===== src/hdl/dfmr_pkg.sv =====
// Shared types and constants for the dragonfly minimal route block.
// No dependencies; imported by every module of the block.
`default_nettype none

package dfmr_pkg;

    // Network shape (fixed for this build; divisors are powers of two)
    localparam int NODES_PER_ROUTER        = 4;
    localparam int ROUTERS_PER_GROUP       = 8;
    localparam int GLOBAL_LINKS_PER_ROUTER = 4;
    localparam int LOCAL_PORT_BASE         = 4;
    localparam int GLOBAL_PORT_BASE        = 11;
    localparam int NUM_GROUPS = ROUTERS_PER_GROUP * GLOBAL_LINKS_PER_ROUTER + 1;

    // Field widths
    localparam int DEST_W  = 11;
    localparam int PORT_W  = 4;
    localparam int RTR_W   = 3;
    localparam int GRP_W   = 6;
    localparam int CFG_W   = 6;
    localparam int CIDX_W  = 2;

    // Derived widths
    localparam int NODE_W = $clog2(NODES_PER_ROUTER);
    localparam int RSEL_W = $clog2(ROUTERS_PER_GROUP);
    localparam int LINK_W = $clog2(GLOBAL_LINKS_PER_ROUTER);
    localparam int GQ_W   = DEST_W - NODE_W - RSEL_W;
    localparam int OFF_W  = $clog2(NUM_GROUPS - 1);
    localparam int SUM_W  = PORT_W + 2;
    localparam int MAX_PORT = GLOBAL_PORT_BASE + GLOBAL_LINKS_PER_ROUTER - 1;

    // Configuration register indexes
    localparam logic [CIDX_W-1:0] CFG_ROUTER_IN_GROUP = 2'd0;
    localparam logic [CIDX_W-1:0] CFG_GROUP_INDEX     = 2'd1;
    localparam logic [CIDX_W-1:0] CFG_PALM_TREE_MODE  = 2'd2;

    typedef struct packed {
        logic [PORT_W-1:0] out_port;
        logic [PORT_W-1:0] next_in_port;
    } route_t;

    // Local link number toward router target, as seen from router own
    function automatic logic [PORT_W-1:0] local_port(input logic [RSEL_W-1:0] target,
                                                     input logic [RSEL_W-1:0] own);
        logic [SUM_W-1:0] sum;
        sum = SUM_W'(LOCAL_PORT_BASE) + SUM_W'(target) - ((target > own) ? SUM_W'(1) : '0);
        return sum[PORT_W-1:0];
    endfunction

endpackage

`default_nettype wire


===== src/hdl/dfmr_route.sv =====
// Combinational minimal route computation for one destination node.
// Depends on dfmr_pkg.
`default_nettype none

module dfmr_route import dfmr_pkg::*; (
    input  wire logic [DEST_W-1:0] dest_node,
    input  wire logic [RTR_W-1:0]  router_in_group,
    input  wire logic [GRP_W-1:0]  group_index,
    input  wire logic              palm_tree_mode,
    output route_t                 route
);

    localparam logic [GQ_W:0] G_EXT = (GQ_W + 1)'(NUM_GROUPS);

    logic [NODE_W-1:0]  dp;
    logic [RSEL_W-1:0]  da;
    logic [RSEL_W-1:0]  ta;
    logic [GQ_W-1:0]    grp_raw;
    logic [GQ_W:0]      dh;
    logic [GQ_W:0]      th;
    logic [GQ_W:0]      d_fwd;
    logic [GQ_W:0]      off_w;
    logic [GQ_W:0]      offcmp_w;
    logic [OFF_W-1:0]   off;
    logic [OFF_W-1:0]   offcmp;
    logic [RSEL_W-1:0]  na;
    logic [SUM_W-1:0]   gport;
    logic [SUM_W-1:0]   giport;

    always_comb begin
        dp      = dest_node[NODE_W-1:0];
        da      = dest_node[NODE_W +: RSEL_W];
        grp_raw = dest_node[DEST_W-1 -: GQ_W];
        ta      = RSEL_W'(router_in_group);

        // Wrap group indexes into range; raw values stay below twice the group count
        dh = ({1'b0, grp_raw} >= G_EXT) ? {1'b0, grp_raw} - G_EXT : {1'b0, grp_raw};
        th = ((GQ_W + 1)'(group_index) >= G_EXT) ? (GQ_W + 1)'(group_index) - G_EXT
                                                : (GQ_W + 1)'(group_index);

        // Forward distance from destination group to own group, modulo group count
        d_fwd = (th >= dh) ? th - dh : th + G_EXT - dh;

        if (palm_tree_mode) begin
            off_w    = d_fwd - 1'b1;
            offcmp_w = G_EXT - 1'b1 - d_fwd;
        end else if (dh > th) begin
            off_w    = dh - 1'b1;
            offcmp_w = th;
        end else begin
            off_w    = dh;
            offcmp_w = th - 1'b1;
        end
        off    = off_w[OFF_W-1:0];
        offcmp = offcmp_w[OFF_W-1:0];

        na     = RSEL_W'(off >> LINK_W);
        gport  = SUM_W'(GLOBAL_PORT_BASE) + SUM_W'(off[LINK_W-1:0]);
        giport = SUM_W'(GLOBAL_PORT_BASE) + SUM_W'(offcmp[LINK_W-1:0]);

        priority if (dh != th) begin
            if (na != ta) begin
                route.out_port     = local_port(na, ta);
                route.next_in_port = local_port(ta, na);
            end else begin
                route.out_port     = gport[PORT_W-1:0];
                route.next_in_port = giport[PORT_W-1:0];
            end
        end else if (da != ta) begin
            route.out_port     = local_port(da, ta);
            route.next_in_port = local_port(ta, da);
        end else begin
            route.out_port     = PORT_W'(dp);
            route.next_in_port = '0;
        end
    end

endmodule

`default_nettype wire


===== src/hdl/dragonfly_min_route_ports_core.sv =====
// Top level of the dragonfly minimal route block: input register, route logic,
// result register and configuration registers. Depends on dfmr_pkg, dfmr_route.
//
//   channel  | direction | ports                              | handshake
//   ---------+-----------+------------------------------------+-----------------
//   input    | in        | s_dest_node                        | s_valid/s_ready
//   result   | out       | m_out_port, m_next_in_port         | m_valid/m_ready
//   config   | in        | cfg_index, cfg_wdata               | cfg_we, no wait
//
// The input register feeds the result register; one item per cycle sustained while
// m_ready stays high. The route is one pass of combinational logic between the input
// register and the result register. Reset (aresetn low, synchronous) empties both
// stages and clears the configuration. A stalled result holds; the input register
// takes one more item if it is empty and then drops s_ready.
`default_nettype none

module dragonfly_min_route_ports_core import dfmr_pkg::*; (
    input  wire logic              aclk,
    input  wire logic              aresetn,
    input  wire logic              s_valid,
    output      logic              s_ready,
    input  wire logic [DEST_W-1:0] s_dest_node,
    output      logic              m_valid,
    input  wire logic              m_ready,
    output      logic [PORT_W-1:0] m_out_port,
    output      logic [PORT_W-1:0] m_next_in_port,
    input  wire logic              cfg_we,
    input  wire logic [CIDX_W-1:0] cfg_index,
    input  wire logic [CFG_W-1:0]  cfg_wdata
);

    logic              in_valid_reg;
    logic [DEST_W-1:0] dest_reg;
    logic              out_valid_reg;
    route_t            route_reg;
    route_t            route_next;
    logic [RTR_W-1:0]  rig_reg;
    logic [GRP_W-1:0]  grp_reg;
    logic              palm_reg;
    logic              out_free;
    logic              in_free;

    assign out_free = !out_valid_reg || m_ready;
    assign in_free  = !in_valid_reg || out_free;
    assign s_ready  = in_free;

    always_ff @(posedge aclk) begin
        if (!aresetn) begin
            rig_reg  <= '0;
            grp_reg  <= '0;
            palm_reg <= 1'b0;
        end else if (cfg_we) begin
            unique case (cfg_index)
                CFG_ROUTER_IN_GROUP: rig_reg  <= cfg_wdata[RTR_W-1:0];
                CFG_GROUP_INDEX:     grp_reg  <= cfg_wdata[GRP_W-1:0];
                CFG_PALM_TREE_MODE:  palm_reg <= cfg_wdata[0];
                default: ;  // drop writes to unknown indexes
            endcase
        end
    end

    always_ff @(posedge aclk) begin
        if (!aresetn) begin
            in_valid_reg  <= 1'b0;
            out_valid_reg <= 1'b0;
        end else begin
            if (in_free) begin
                in_valid_reg <= s_valid;
            end
            if (out_free) begin
                out_valid_reg <= in_valid_reg;
            end
        end
    end

    always_ff @(posedge aclk) begin
        if (in_free && s_valid) begin
            dest_reg <= s_dest_node;
        end
        if (out_free && in_valid_reg) begin
            route_reg <= route_next;
        end
    end

    dfmr_route u_route (
        .dest_node       (dest_reg),
        .router_in_group (rig_reg),
        .group_index     (grp_reg),
        .palm_tree_mode  (palm_reg),
        .route           (route_next)
    );

    assign m_valid        = out_valid_reg;
    assign m_out_port     = route_reg.out_port;
    assign m_next_in_port = route_reg.next_in_port;

endmodule

`default_nettype wire


===== config.mk =====
export PLATFORM = sky130hd
export DESIGN_NAME = dragonfly_min_route_ports_core
export DESIGN_NICKNAME = d
export VERILOG_FILES = /design/src/hdl/dfmr_pkg.sv /design/src/hdl/dfmr_route.sv /design/src/hdl/dragonfly_min_route_ports_core.sv
export SDC_FILE = /design/constraint.sdc
export NUM_CORES = 1
export LEC_CHECK = 0
export BUFFER_PORTS_ARGS = -buffer_cell sky130_fd_sc_hd__buf_2
export CAP_MARGIN = 20
export CORE_ASPECT_RATIO = 1.75
export CORE_MARGIN = 2
export CORE_UTILIZATION = 59
export DETAILED_ROUTE_END_ITERATION = 16
export PLACE_DENSITY = 0.78
export SYNTH_ARGS = -nofsm -noshare
export SYNTH_HDL_FRONTEND = slang
export SYNTH_SLANG_ARGS = --single-unit

===== constraint.sdc =====
create_clock -name aclk -period 7.8 [get_ports aclk]
set_clock_uncertainty 0.05 [all_clocks]
set_input_delay 0.39 -clock aclk [delete_from_list [all_inputs] [get_ports aclk]]
set_output_delay 0.39 -clock aclk [all_outputs]
set_load 0.005 [all_outputs]

**After elaboration in Yosys (flattened, before gate mapping)**

Index checks and enable logic that the tools add are counted.

- Input bits: 24
- Flip-flop bits (word level): 31
- Word-level logic and storage cells: 63

- Mux-type cells: 14
- Reductions and logical operators: 10
- Equal/unequal tests: 5
- Magnitude comparators: 8
- Add/sub/neg operators: 18

Operator list:

| operator | number |
|---|---|
| two-way mux 8 bit | 3 |
| subtractor 4 bit | 4 |
| two-way mux 5 bit | 3 |
| two-way mux 7 bit | 2 |
| subtractor 6 x 6 -> 7 bit, second input constant | 2 |
| adder 3 x 3 -> 4 bit, first input constant | 3 |
| greater-or-equal comparator 6 bit, second input constant | 2 |
| greater-than comparator 3 bit | 4 |
| subtractor 5 x 1 -> 5 bit, second input constant | 2 |
| subtractor 5 bit | 2 |
| adder 4 x 2 -> 4 bit, first input constant | 2 |
| greater-or-equal comparator 7 bit | 1 |
| greater-than comparator 7 bit | 1 |
| != test 7 bit | 1 |
| != test 3 bit | 2 |
| AND reduction 2 bit | 3 |
| adder 5 x 1 -> 5 bit, second input constant | 1 |
| two-way mux 1 bit | 4 |
| two-way mux 2 bit | 2 |
| == test 2 x 1 -> 1 bit, second input constant | 1 |
| == test 2 bit, second input constant | 1 |
| logical AND 1 bit | 2 |
| logical NOT 1 bit | 2 |
| logical NOT 2 bit | 1 |
| other kinds (3) | 4 |

**Logic depth before layout (Yosys ltp)**

- Depth after elaboration: 12
- Depth in mapped cells: 28

**Cells and area by module**

A second synthesis with hierarchy kept.

- Cells, all modules: 359
- Area, all modules: 3179.3 µm²

By module, submodules not included:

| module | times used | area an instance (µm²) | cells an instance |
|---|---|---|---|
| dfmr_route | 1 | 2103.3 | 290 |
| dragonfly_min_route_ports_core | 1 | 1076.0 | 69 |

**Worst setup path after synthesis**

No wires, ideal clock.

- Path type: flip-flop to flip-flop
- Start: register dest_reg[5]
- End: register route_reg (netlist bit m_next_in_port[2]), data pin
- Data required time: 7570 ps
- Arrival time: 5425 ps
- Stages on the path, launching flop included: 27
- Path slack: 2145 ps
- Period minus slack after synthesis: 5655 ps
- Cells stage by stage: edfxtp_1 ha_1 nor4_1 and2_1 nor2_1 mux2i_1 inv_1 ha_1 nand2b_1 a21oi_1 o211ai_2 mux2i_1 ha_1 xnor2_1 nand2_1 o21ai_0 ha_1 and3_1 o2111a_1 nor4_2 and2b_2 nor2_2 ha_1 ha_1 nand2b_1 o22ai_1 a221oi_1

RTL lines:

| item | line | RTL |
|---|---|---|
| start, declared | dragonfly_min_route_ports_core.sv:33 | `logic [DEST_W-1:0] dest_reg;` |
| start signal, assigned | dragonfly_min_route_ports_core.sv:78 | `dest_reg <= s_dest_node;` |
| end signal, assigned | dragonfly_min_route_ports_core.sv:81 | `route_reg <= route_next;` |
| end, declared | dragonfly_min_route_ports_core.sv:35 | `route_t route_reg;` |

==> results.py <==
metrics = {
    "clock_tree": {
        "cts_tree": "built",
        "cts_buffers": 5,
        "postCtsHoldBufs": 0,
        "clk_pin_slew_worst_paths_ns": 0.06,
        "post_cts_buffers": 0,
        "cts_sinks": 31,
        "cts_buffer_depth": 2,
        "cts-root-buf": "clkbuf_8",
        "clk_latency_ns": 0.28,
        "post_cts_resized": 0,
        "htree_levels": 2,
    },
    "placement": {
        "gp_congestion": 0.935,
        "port_buffers": 33,
        "hpwl_um": 5790,
        "dp_slack_ns": 1.38,
    },
    "logic_synthesis": {
        "syn_inst": 326,
        "async_reset_ff_share_pct": 0,
        "synth_top_area_share_pct": 19.4,
        "yosysMostFrequentCell": "ha_1",
        "ys_warn_count": 0,
        "seq_area_frac_synth_pct": 27.6,
        "ys_types": 74,
        "synth_edf_count": 19,
        "synth_area_leaders": "edfxtp_1, ha_1, dfxtp_1",
        "ys_ff_latch": 31,
        "syn_nets": 388,
        "syn_avg_cell_area_um2": 9.02,
        "synth_area_leader_cell": "edfxtp_1",
        "synth_area_um2": 2940,
        "synth_commonest_cells": "ha_1, inv_1, nor2_1, edfxtp_1, a21oi_1",
        "synthFlopType": "edfxtp_1",
    },
    "worst_setup_path": {
        "cp_max_fo": 9,
        "crit_required_ns": 7.75,
        "crit_start": "dest_reg[5]$_DFFE_PP_",
        "start_kind": "flop",
        "slowest_delay_ns": 0.50,
        "crit_path_end_kind": "flop",
        "crit_arrival_ns": 6.48,
        "crit-reg2reg-launch": "dest_reg[5]$_DFFE_PP_",
        "r2r_slack_ns": 1.27,
        "r2r_end": "m_next_in_port[2]$_DFFE_PP_",
        "worst-setup-path-type": "flop to flop",
        "crit_top_cell": "ha_1",
        "cp_slowest_cell": "edfxtp_1",
        "reg2regPathDepth": 26,
    },
    "timing": {
        "rsz0062_at_grt": "no",
        "fmax_mhz": 153,
        "tightest_slew_ns": 0.717,
        "fin_ws_ns": 1.27,
        "timing.final.crit_share_pct": 83.7,
        "period_minus_slack_ns": 6.53,
        "hold_violations": 0,
        "setup_viol": 0,
        "relSlewSlack_pct": 52.1,
        "tns_ns": 0,
        "final_max_slew_viol_count": 0,
    },
    "grt": {
        "overflow": 0,
        "grt_pass1_vias": 2527,
        "antenna_found_initial": 0,
        "grt_usage_pct": 25.9,
        "grt_pass1_wl_um": 11400,
        "grt_max_degree": 15,
    },
    "final_layout": {
        "synthToLayoutAreaGrowth_pct": 9.88,
        "num_antenna_cells": 0,
        "largest_reg_flops": 11,
        "finalNetCount": 422,
        "drive_gt1_share_pct": 17.8,
    },
    "floorplan": {
        "initial_core_util_pct": 60.1,
        "io_pins": 34,
        "dieArea_um2": 5580,
        "rows": 34,
        "die_x_um": 57.4,
        "core_area_um2": 4890,
        "die_h_um": 97.4,
    },
    "power_and_ir_drop": {
        "cellLeakagePower_nw": 1.40,
        "irDropWorstVdd_uv": 148,
        "powerDensity_nw_per_um2": 169,
    },
    "drt": {
        "wire_per_inst_um": 16.9,
        "drt_wl_total_um": 7000,
        "drtAntennaViolNets": 0,
        "vias": 2557,
        "firstDrtPassIters": 5,
        "vias_per_cell": 6.18,
        "drc": 0,
        "first_iter_violations": 73,
    },
    "worst_hold_path": {
        "hold_depth": 1,
        "hp-start": "s_dest_node[3]",
        "hold_end": "dest_reg[3]$_DFFE_PP_",
        "holdCritPathClass": "primary input to flop",
    },
    "status": {
        "status": "completed",
    },
    "flow_run": {
        "max_cap_viol_count": 0,
    },
}
-- logic make-up (layout without fill, tap and decap cells) --
family	after synthesis	count (layout)	share of synthesized area (%)
buffers and inverters	39	73	5.24
xor gates and xnor gates	22	22	6.81
AOI/OAI and AO/OA	73	73	16.9
DFF	31	31	27.6
muxes	12	12	4.26
and+or+nand+nor	109	109	21.2
adders and majority gates	40	40	18.0
-- worst max-delay path, delay by kind of cell (launching register included) --
family | cells | cell delay (ns)
flip-flops | 1 | 0.50
buffers and inverters | 1 | 0.09
multiplexers | 2 | 0.70
AO/OA/AOI/OAI | 7 | 1.19
AND/OR/NAND/NOR | 9 | 1.93
XOR/XNOR | 1 | 0.13
adder cells (fa/ha/maj) | 6 | 1.65
-- per-layer routing --
| layer | track usage (%) | share of wire, % | up-vias |
|---|---|---|---|
| met5 | 0 | 0 | - |
| met4 | 17.2 | 6.4 | 0 |
| met3 | 3.06 | 2.6 | 37 |
| met2 | 49.2 | 57 | 79 |
| met1 | 24.1 | 34 | 1203 |
| li1 | - | - | 1238 |
-- where the power goes --
part	leakage (nW)	switching (W)	total, W	internal, W
Sequential	0.280	0.00000713	0.000197	0.000190
Clock	0.0470	0.0000584	0.000128	0.0000691
Combinational	1.07	0.000123	0.000221	0.0000972
-- layout make-up --
| type | count | area, um2 |
|---|---|---|
| fillers | 432 | 1660 |
| inverters | 33 | 124 |
| multi-input cells | 256 | 1970 |
| flip-flops and latches | 31 | 811 |
| well taps | 54 | 67.6 |
| clock inverters | 1 | 5.00 |
| repair buffers | 33 | 165 |
| clock buffers | 6 | 82.6 |
-- per-stage QoR --
stage / cell area (um2) / instances / hold slack (ns) / util [%] / power [W]
2_1_floorplan: 2940 / 326 / 0.427 / - / 0.000362
3_3_place_gp: 3140 / 407 / 0.454 / 64.2 / 0.000412
3_5_place_dp: 3140 / 407 / 0.471 / 64.2 / 0.000418
4_1_cts: 3230 / 414 / 0.230 / 66.0 / 0.000544
5_1_grt: 3230 / 414 / 0.225 / 66.0 / 0.000579
6_report: 3230 / 414 / 0.232 / 66.0 / 0.000546
-- how the worst max path moves through the flow --
stage,depth (start not counted),end
2_1_floorplan,26,m_next_in_port[2]$_DFFE_PP_
3_3_place_gp,26,m_next_in_port[2]$_DFFE_PP_
6_report,26,m_next_in_port[2]$_DFFE_PP_
5_1_grt,26,m_next_in_port[2]$_DFFE_PP_
4_1_cts,26,m_next_in_port[2]$_DFFE_PP_
3_5_place_dp,26,m_next_in_port[2]$_DFFE_PP_
-- cells in the final DEF (no fill, tap or decap), drive strengths merged, types with 3 or more instances in the layout --
cell type	count
nor2b	16
nand4	3
edfxtp	19
or3	3
o21ai	16
a31oi	3
nor2	23
nand2	16
xor2	4
inv	33
and3	7
a211o	4
mux2i	11
xnor2	18
buf	33
nand3	6
nor3	7
o22ai	3
a21oi	18
or2	4
nand3b	3
clkbuf	6
dfxtp	12
and2	5
o21a	4
ha	34
fa	4
(Power assumes the default switching activity.)
